$ cat src/hw/rtl/srtl_ram.sv
// Generic single-write, single-read RAM with a registered read port.
module srtl_ram #(
   parameter int WIDTH = 8,
   parameter int DEPTH = 16
) (
   input  logic                     clock,
   input  logic                     wr_en,
   input  logic [$clog2(DEPTH)-1:0] wr_addr,
   input  logic [WIDTH-1:0]         wr_data,
   input  logic [$clog2(DEPTH)-1:0] rd_addr,
   output logic [WIDTH-1:0]         rd_data
);

   logic [WIDTH-1:0] mem_ff [DEPTH];
   logic [WIDTH-1:0] rd_data_ff;

   always_ff @(posedge clock) begin
      if (wr_en) begin
         mem_ff[wr_addr] <= wr_data;
      end
      rd_data_ff <= mem_ff[rd_addr];
   end

   assign rd_data = rd_data_ff;

endmodule

$ cat config.mk
export PLATFORM = sky130hd
export DESIGN_NAME = srtl_ram
export DESIGN_NICKNAME = d
export VERILOG_FILES = /design/src/hw/rtl/srtl_ram.sv
export SDC_FILE = /design/constraint.sdc
export NUM_CORES = 1
export LEC_CHECK = 0
export BUFFER_PORTS_ARGS = -buffer_cell sky130_fd_sc_hd__buf_2
export CELL_PAD_IN_SITES_DETAIL_PLACEMENT = 1
export CELL_PAD_IN_SITES_GLOBAL_PLACEMENT = 1
export CORE_ASPECT_RATIO = 0.9
export CORE_MARGIN = 2
export CORE_UTILIZATION = 43
export CTS_CLUSTER_DIAMETER = 60
export CTS_CLUSTER_SIZE = 20
export DETAILED_ROUTE_END_ITERATION = 8
export MAX_ROUTING_LAYER = met4
export PLACE_DENSITY = 0.62
export REMOVE_ABC_BUFFERS = 1
export SLEW_MARGIN = 20
export SYNTH_ARGS = -nofsm -noshare
export SYNTH_HDL_FRONTEND = slang
export SYNTH_SLANG_ARGS = --single-unit
export TNS_END_PERCENT = 30
$ cat constraint.sdc
create_clock -name clock -period 2.9 [get_ports clock]
set_input_delay 0.29 -clock clock [delete_from_list [all_inputs] [get_ports clock]]
set_output_delay 0.29 -clock clock [all_outputs]
set_load 0.1 [all_outputs]
==> metrics.txt, run 1 <==
# TYPE chip_impl_metric gauge
chip_impl_metric{name="drt_pass1_iterations",unit=""} 4
chip_impl_metric{name="drt.antenna.violating_nets",unit=""} 0
chip_impl_metric{name="grt_antenna_before_repair",unit=""} 0
chip_impl_metric{name="leakage",unit="nW"} 2.07
chip_impl_metric{name="period_share",unit="%"} 53.9
chip_impl_metric{name="number_of_cells_produced_by_synthesis",unit=""} 229
chip_impl_metric{name="nNetsFinal",unit=""} 297
chip_impl_info{name="run_status",value="completed"} 1
chip_impl_metric{name="layout.filler_cells",unit=""} 1041
chip_impl_metric{name="gpl.final_weighted_congestion",unit=""} 0.691
chip_impl_metric{name="die_height",unit="um"} 108
chip_impl_info{name="startpoint",value="rd_data[1]"} 1
chip_impl_info{name="worstHoldPathType",value="input port to register"} 1
chip_impl_metric{name="die-area",unit="um^2"} 12900
chip_impl_info{name="unrepaired_setup_endpoints_after_global_routing",value="no"} 1
chip_impl_metric{name="cts_hold_buf",unit=""} 0
chip_impl_info{name="timing.rr.start",value="mem_ff[1][0]"} 1
chip_impl_metric{name="finalCoreUtilization",unit="%"} 52.9
chip_impl_metric{name="cts.path.max_buffers",unit=""} 2
chip_impl_info{name="critical_path.startpoint_type",value="register"} 1
chip_impl_info{name="critical_path.top_delay_family",value="buffers and inverters"} 1
chip_impl_info{name="worstHoldStart",value="wr_data[7]"} 1
chip_impl_metric{name="grt_remaining_overflow",unit=""} 0
chip_impl_metric{name="achievable_frequency",unit="MHz"} 640
chip_impl_metric{name="p_int",unit="mW"} 3.63
chip_impl_metric{name="sequentialPowerShare",unit="%"} 47.6
chip_impl_metric{name="area_growth_syn_to_layout",unit="%"} 18.9
chip_impl_info{name="layout_commonest_cell",value="sky130_fd_sc_hd__edfxtp_1"} 1
chip_impl_metric{name="grt_pass1_vias",unit=""} 2613
chip_impl_metric{name="route.detailed.wl_per_inst",unit="um"} 23.5
chip_impl_metric{name="powerDensity",unit="nW/um^2"} 760
chip_impl_metric{name="p_clk_share",unit="%"} 46.1
chip_impl_info{name="cts_tree",value="built"} 1
chip_impl_metric{name="cpPeakStageDelay",unit="ns"} 0.46
chip_impl_info{name="ctsRootBufferMaster",value="sky130_fd_sc_hd__clkbuf_16"} 1
chip_impl_metric{name="die_width",unit="um"} 119
chip_impl_metric{name="synth-async-reset-ratio",unit="%"} 0
chip_impl_metric{name="floorplan.initialDensity",unit="%"} 44.5
chip_impl_metric{name="worst_slew_margin_rel",unit="%"} 38.6
chip_impl_metric{name="timing.clock.skew",unit="ns"} 0.00901
chip_impl_metric{name="top_level_ports",unit=""} 26
chip_impl_metric{name="timing.hold.ws",unit="ns"} 0.257
chip_impl_metric{name="vias_per_cell",unit=""} 5.45
chip_impl_metric{name="placementRows",unit=""} 37
chip_impl_metric{name="max_cap_viol_count",unit=""} 0
chip_impl_metric{name="yosysWarningCount",unit=""} 0
chip_impl_metric{name="groute.usage.overall",unit="%"} 18.6
chip_impl_metric{name="min_period",unit="ns"} 1.56
chip_impl_metric{name="detailroute.via_count",unit=""} 2443
chip_impl_metric{name="post-route-cell-area",unit="um^2"} 6120
chip_impl_metric{name="slew_viol_final",unit=""} 0
chip_impl_metric{name="antennaDiodeCount",unit=""} 0
chip_impl_info{name="postSynth.topFlopCell",value="sky130_fd_sc_hd__edfxtp_1"} 1
chip_impl_metric{name="crit_buf_inv",unit=""} 1
chip_impl_metric{name="cts.sink_count",unit=""} 136
chip_impl_metric{name="totalNegativeSetupSlack",unit="ns"} 0
chip_impl_metric{name="yosys.cell_types.count",unit=""} 19
chip_impl_metric{name="synth.avg_cell_area",unit="um^2"} 22.5
chip_impl_metric{name="numPortBuffers",unit=""} 25
chip_impl_metric{name="synthesized_cell_area",unit="um^2"} 5150
chip_impl_metric{name="ir_worst_vdd",unit="V"} 0.000480
chip_impl_metric{name="final-hold-violation-count",unit=""} 0
chip_impl_metric{name="yosys_register_bits",unit=""} 136
chip_impl_metric{name="place_area",unit="um^2"} 5510
chip_impl_metric{name="design_power_total",unit="mW"} 4.65
chip_impl_info{name="layout_common_cells",value="128 x sky130_fd_sc_hd__edfxtp_1, 25 x sky130_fd_sc_hd__buf_2, 18 x sky130_fd_sc_hd__mux4_2, 17 x sky130_fd_sc_hd__clkbuf_16, 16 x sky130_fd_sc_hd__a22oi_1"} 1
chip_impl_metric{name="tritoncts.num_buffers",unit=""} 17
chip_impl_info{name="setup.worst_path.end_class",value="output pin"} 1
chip_impl_metric{name="synth_edf_count",unit=""} 128
chip_impl_metric{name="postCtsSetupRepairBufs",unit=""} 0
chip_impl_metric{name="grt_first_pass_wirelength",unit="um"} 16100
chip_impl_metric{name="worst-path-max-fanout",unit=""} 1
chip_impl_metric{name="clock_latency",unit="ns"} 0.42
chip_impl_metric{name="clkSlewWorstSetupHoldPaths",unit="ns"} 0.06
chip_impl_metric{name="place.detailed.hpwl",unit="um"} 6720
chip_impl_metric{name="tightestPinTransition",unit="ns"} 0.917
chip_impl_metric{name="cts.htree.levels",unit=""} 4
chip_impl_info{name="crit_slowest_cell",value="sky130_fd_sc_hd__buf_2"} 1
chip_impl_metric{name="power.switching_fraction",unit="%"} 21.9
chip_impl_metric{name="worstPathRequired",unit="ns"} 2.61
chip_impl_metric{name="post_cts_resized",unit=""} 0
chip_impl_metric{name="core_area",unit="um^2"} 11600
chip_impl_metric{name="setup_violations",unit=""} 0
chip_impl_metric{name="postRouteWirelength",unit="um"} 10500
chip_impl_metric{name="grt_max_degree",unit=""} 21
chip_impl_metric{name="comb_power_share",unit="%"} 6.3
chip_impl_info{name="class_of_the_most_critical_setup_path",value="register to output pin"} 1
chip_impl_info{name="path_cells",value="buf_2"} 1
chip_impl_metric{name="route.detailed.drc",unit=""} 0
chip_impl_metric{name="detailedRoute.firstIterationViolations",unit=""} 213
chip_impl_metric{name="p_sw",unit="mW"} 1.02
chip_impl_metric{name="share_of_post_route_cells_with_drive_strength_above_1",unit="%"} 31.5
chip_impl_metric{name="synth_seq_area_share",unit="%"} 77.8
chip_impl_metric{name="worstPathArrival",unit="ns"} 1.27
==> power by group through the flow <==
stage	registers, mW	clock network [mW]	logic, mW
global placement	2.25	0	0.294
detailed placement	2.25	0	0.297
global route	2.22	2.26	0.313
finish	2.21	2.15	0.293
floorplan	2.34	0	0.0881
CTS	2.21	2.18	0.298
==> flip-flops by register name, indices dropped and copies added (netlist names) <==
| register | count |
|---|---|
| mem_ff | 128 |
| rd_data | 8 |
==> path summary, 6_finish.rpt <==
kind | end | slack (ns) | cells past startpoint
worst max-delay path | rd_data[1] | 1.34 | 1
worst min-delay path | mem_ff[1][7] | 0.26 | 1
worst max register to register | rd_data[0] | 1.54 | 3
worst min register to register | rd_data[2] | 0.68 | 3
==> cell type report <==
class	instances	area [um^2]	share of cell area, %
Timing Repair Buffer	41	258	4.21
Clock inverter	15	179	2.92
Multi-Input combinational cell	83	1060	17.3
Sequential cell	136	4000	65.4
Clock buffer	17	425	6.95
Tap cell	156	195	3.19
==> cells by family (layout without fill, tap and decap cells) <==
kind of cell,count (synthesis),after routing,share of synthesized area [%]
compound gates,16,16,2.33
flops,136,136,77.8
simple gates,35,35,3.18
mux,32,32,15.0
buf+inv,10,73,1.68
==> worst register-to-register path: stages, from the launching register on <==
cell and delay (ns):
sky130_fd_sc_hd__edfxtp_1 0.36, sky130_fd_sc_hd__mux4_1 0.50, sky130_fd_sc_hd__a22oi_1 0.27, sky130_fd_sc_hd__nand2_1 0.10
==> synth_stat cells (2+ instances only) <==
library cell | n | area (um^2)
sky130_fd_sc_hd__nand2_1 | 9 | 33.8
sky130_fd_sc_hd__clkdlybuf4s25_2 | 3 | 30.0
sky130_fd_sc_hd__buf_6 | 3 | 33.8
sky130_fd_sc_hd__buf_2 | 3 | 15.0
sky130_fd_sc_hd__a22oi_1 | 16 | 120
sky130_fd_sc_hd__mux4_1 | 14 | 368
sky130_fd_sc_hd__nor2_1 | 13 | 48.8
sky130_fd_sc_hd__mux4_2 | 18 | 405
sky130_fd_sc_hd__nand2b_1 | 2 | 12.5
sky130_fd_sc_hd__nand3b_1 | 2 | 15.0
sky130_fd_sc_hd__dfxtp_1 | 8 | 160
sky130_fd_sc_hd__edfxtp_1 | 128 | 3840
sky130_fd_sc_hd__nor3_1 | 4 | 20.0
==> layer usage <==
metal / vias to the layer above / global-route usage [%] / wire length [um]
met5: - / - / 0
met4: 0 / 5.55 / 122
met3: 13 / 5.83 / 566
met2: 69 / 27.3 / 4770
met1: 1290 / 25.4 / 5060
li1: 1071 / - / -
==> metrics by stage <==
stage / instances / setup slack, ns
4_1_cts: 448 / 1.32
5_1_grt: 448 / 1.24
3_5_place_dp: 416 / 0.896
6_report: 448 / 1.34
3_3_place_gp: 416 / 0.889
2_1_floorplan: 219 / 1.12
(Power assumes the default switching activity.)
==> inputs of run 2 (changes only) <==
--- a/config.mk
+++ b/config.mk
@@ -15,7 +15,7 @@
 export CTS_CLUSTER_SIZE = 20
 export DETAILED_ROUTE_END_ITERATION = 8
 export MAX_ROUTING_LAYER = met4
-export PLACE_DENSITY = 0.62
+export PLACE_DENSITY = 0.65
 export REMOVE_ABC_BUFFERS = 1
 export SLEW_MARGIN = 20
 export SYNTH_ARGS = -nofsm -noshare
==> constraint.sdc (replaced) <==
create_clock -name clock -period 1.3 [get_ports clock]
set_input_delay 0.13 -clock clock [delete_from_list [all_inputs] [get_ports clock]]
set_output_delay 0.13 -clock clock [all_outputs]
set_load 0.1 [all_outputs]
==> run 2 against run 1 <==
  * Register-to-register slack worse by 1.5 ns
  * Flip-flop and latch count stayed put
  * Die area unchanged
  * Non-clock buffer count increased by 15
  * Critical endpoint is now rd_data[6]
  * Largest power group is now the clock network
  * Critical path type is now register to register
  * Largest cell class unchanged
  * Critical path depth up 2
  * Cell count up 3.3%
  * First-iteration DRC count fell by 15%
  * Combinational power grew to 2.5 times the previous value
  * Total power rose by 140%
==> metrics.txt, run 2 (synthesis gave the netlist of run 1 again) <==
# TYPE chip_impl_metric gauge
chip_impl_metric{name="dpl_worst_slack",unit="ns"} -0.282
chip_impl_metric{name="grt_first_pass_wirelength",unit="um"} 16700
chip_impl_metric{name="p_clk_share",unit="%"} 48.8
chip_impl_metric{name="final_cell_count_no_fill",unit=""} 463
chip_impl_metric{name="clock_latency",unit="ns"} 0.40
chip_impl_metric{name="number_of_cells_on_the_worst_reg_to_reg_path",unit=""} 3
chip_impl_metric{name="worst_slew_margin_rel",unit="%"} 35.3
chip_impl_metric{name="cts.sink_count",unit=""} 136
chip_impl_metric{name="nNetsFinal",unit=""} 312
chip_impl_metric{name="worstPathArrival",unit="ns"} 1.57
chip_impl_metric{name="route.detailed.wl_per_inst",unit="um"} 22.8
chip_impl_metric{name="ir_worst_vdd",unit="V"} 0.000981
chip_impl_metric{name="p_int",unit="mW"} 8.89
chip_impl_metric{name="worst-path-max-fanout",unit=""} 1
chip_impl_metric{name="setup_violations",unit=""} 0
chip_impl_metric{name="route.detailed.drc",unit=""} 0
chip_impl_metric{name="cts_hold_buf",unit=""} 0
chip_impl_info{name="registers.top_by_ff_count",value="mem_ff"} 1
chip_impl_metric{name="postRouteWirelength",unit="um"} 10600
chip_impl_metric{name="period_share",unit="%"} 98.8
chip_impl_metric{name="drt_pass1_iterations",unit=""} 4
chip_impl_metric{name="tightestPinTransition",unit="ns"} 0.969
chip_impl_metric{name="place.detailed.hpwl",unit="um"} 6990
chip_impl_info{name="run_status",value="completed"} 1
chip_impl_info{name="layout_commonest_cell",value="sky130_fd_sc_hd__edfxtp_1"} 1
chip_impl_metric{name="largest_reg_flops",unit=""} 128
chip_impl_metric{name="finalCoreUtilization",unit="%"} 55.0
chip_impl_metric{name="grt_antenna_before_repair",unit=""} 0
chip_impl_metric{name="timing.hold.ws",unit="ns"} 0.100
chip_impl_metric{name="gpl.final_weighted_congestion",unit=""} 0.707
chip_impl_info{name="min_to",value="mem_ff[14][3]"} 1
chip_impl_metric{name="drt.antenna.violating_nets",unit=""} 0
chip_impl_metric{name="final-hold-violation-count",unit=""} 0
chip_impl_metric{name="worstPathRequired",unit="ns"} 1.59
chip_impl_metric{name="cts.path.max_buffers",unit=""} 2
chip_impl_metric{name="die-area",unit="um^2"} 12900
chip_impl_metric{name="grt_max_degree",unit=""} 18
chip_impl_metric{name="powerDensity",unit="nW/um^2"} 1740
chip_impl_info{name="ctsRootBufferMaster",value="sky130_fd_sc_hd__clkbuf_16"} 1
chip_impl_metric{name="core_area",unit="um^2"} 11600
chip_impl_metric{name="die_height",unit="um"} 108
chip_impl_metric{name="leakage",unit="nW"} 2.17
chip_impl_metric{name="detailroute.via_count",unit=""} 2481
chip_impl_metric{name="grt_remaining_overflow",unit=""} 0
chip_impl_metric{name="share_of_post_route_cells_with_drive_strength_above_1",unit="%"} 39.7
chip_impl_metric{name="comb_power_share",unit="%"} 6.6
chip_impl_metric{name="postCtsSetupRepairBufs",unit=""} 0
chip_impl_metric{name="post-route-cell-area",unit="um^2"} 6360
chip_impl_metric{name="cts.htree.levels",unit=""} 4
chip_impl_metric{name="groute.usage.overall",unit="%"} 19.2
chip_impl_metric{name="vias_per_cell",unit=""} 5.36
chip_impl_info{name="critical_path.reg2reg.endpoint",value="rd_data[6]"} 1
chip_impl_metric{name="detailedRoute.firstIterationViolations",unit=""} 180
chip_impl_metric{name="r2r_setup_slack",unit="ns"} 0.02
chip_impl_metric{name="hold_path_cell_cnt",unit=""} 1
chip_impl_metric{name="power.switching_fraction",unit="%"} 19.7
chip_impl_metric{name="die_width",unit="um"} 119
chip_impl_info{name="timing.rr.start",value="mem_ff[10][6]"} 1
chip_impl_metric{name="slew_viol_final",unit=""} 0
chip_impl_metric{name="sequentialPowerShare",unit="%"} 44.6
chip_impl_metric{name="p_sw",unit="mW"} 2.19
chip_impl_info{name="setup.worst_path.end_class",value="register"} 1
chip_impl_metric{name="top_level_ports",unit=""} 26
chip_impl_metric{name="post-place-cells",unit=""} 431
chip_impl_metric{name="grt_pass1_vias",unit=""} 2727
chip_impl_info{name="layout_common_cells",value="128 x sky130_fd_sc_hd__edfxtp_1, 31 x sky130_fd_sc_hd__buf_4, 27 x sky130_fd_sc_hd__mux4_2, 21 x sky130_fd_sc_hd__buf_2, 17 x sky130_fd_sc_hd__clkbuf_16"} 1
chip_impl_metric{name="area_growth_syn_to_layout",unit="%"} 23.6
chip_impl_metric{name="min_period",unit="ns"} 1.28
chip_impl_metric{name="timing.clock.skew",unit="ns"} 0.00352
chip_impl_metric{name="floorplan.initialDensity",unit="%"} 44.5
chip_impl_info{name="cts_tree",value="built"} 1
chip_impl_info{name="worstHoldPathType",value="input port to register"} 1
chip_impl_info{name="critical_path.startpoint_type",value="register"} 1
chip_impl_metric{name="antennaDiodeCount",unit=""} 0
chip_impl_info{name="worstHoldStart",value="wr_data[3]"} 1
chip_impl_metric{name="final.setup.worst_slack",unit="ns"} 0.0155
chip_impl_metric{name="clkSlewWorstSetupHoldPaths",unit="ns"} 0.05
chip_impl_info{name="unrepaired_setup_endpoints_after_global_routing",value="yes"} 1
chip_impl_metric{name="place_area",unit="um^2"} 5660
chip_impl_metric{name="max_cap_viol_count",unit=""} 0
chip_impl_metric{name="tritoncts.num_buffers",unit=""} 17
chip_impl_metric{name="placementRows",unit=""} 37
chip_impl_metric{name="numPortBuffers",unit=""} 25
chip_impl_metric{name="achievable_frequency",unit="MHz"} 778
chip_impl_info{name="class_of_the_most_critical_setup_path",value="register to register"} 1
[run 2: cell count changes in the layout (fill, tap and decap cells not counted), moves of 4 or more]
cell / change
sky130_fd_sc_hd__buf_4: +16
sky130_fd_sc_hd__a22oi_1: -10
sky130_fd_sc_hd__a22oi_2: +10
sky130_fd_sc_hd__mux4_1: -9
sky130_fd_sc_hd__mux4_2: +9
sky130_fd_sc_hd__buf_2: -4
sky130_fd_sc_hd__clkinv_4: -4
sky130_fd_sc_hd__clkinvlp_4: -4
[run 2: critical path, stage by stage, from the launching register on]
cell and delay [ns]:
sky130_fd_sc_hd__edfxtp_1 0.37, sky130_fd_sc_hd__mux4_2 0.48, sky130_fd_sc_hd__a22oi_2 0.23, sky130_fd_sc_hd__nand2_1 0.08
[run 2: worst max-delay path by stage]
stage             startpoint            to  slack [ns]  cells after the start
6_report       mem_ff[10][6]    rd_data[6]        0.02                      3
4_1_cts        mem_ff[10][3]    rd_data[3]       -0.03                      3
2_1_floorplan     wr_addr[2]  mem_ff[0][0]       -0.32                      2
5_1_grt         mem_ff[8][6]    rd_data[6]       -0.02                      3
3_5_place_dp      rd_addr[0]    rd_data[2]       -0.28                      6
3_3_place_gp      rd_addr[0]    rd_data[0]       -0.25                      6
[run 2: power by group through the flow]
stage	Sequential (mW)	Clock, mW	Combinational [mW]
4_1_cts	4.94	5.49	0.737
5_1_grt	4.95	5.67	0.780
6_report	4.94	5.40	0.735
2_1_floorplan	5.23	0	0.196
3_5_place_dp	5.03	0	0.709
3_3_place_gp	5.02	0	0.695
[run 2: final cells by class]
type	instances	area, um^2
Clock inverter	9	194
Tap cell	156	195
Timing Repair Buffer	56	418
Clock buffer	23	478
Fill cell	1027	5210
Multi-Input combinational cell	83	1070
Sequential cell	136	4000
[run 2: per-layer routing]
layer / vias to the layer above / track usage, % / wire length, um
li1: 1096 / - / -
met1: 1326 / 23.9 / 4770
met3: 12 / 4.71 / 273
met5: - / - / 0
met2: 47 / 30.7 / 5360
met4: 0 / 7.90 / 170
[run 2: what timing repair did]
item,4_1_cts,5_1_grt
setup endpoints to repair,11,6
resized for setup,15,8
pin swaps,3,7
[run 2: metrics by stage]
stage | setup TNS (ns) | total power, mW
final | 0 | 11.1
after CTS | -0.0372 | 11.2
after floorplan | -4.91 | 5.42
after global routing | -0.0238 | 11.4
after global placement | -4.03 | 5.72
after detailed placement | -5.45 | 5.74
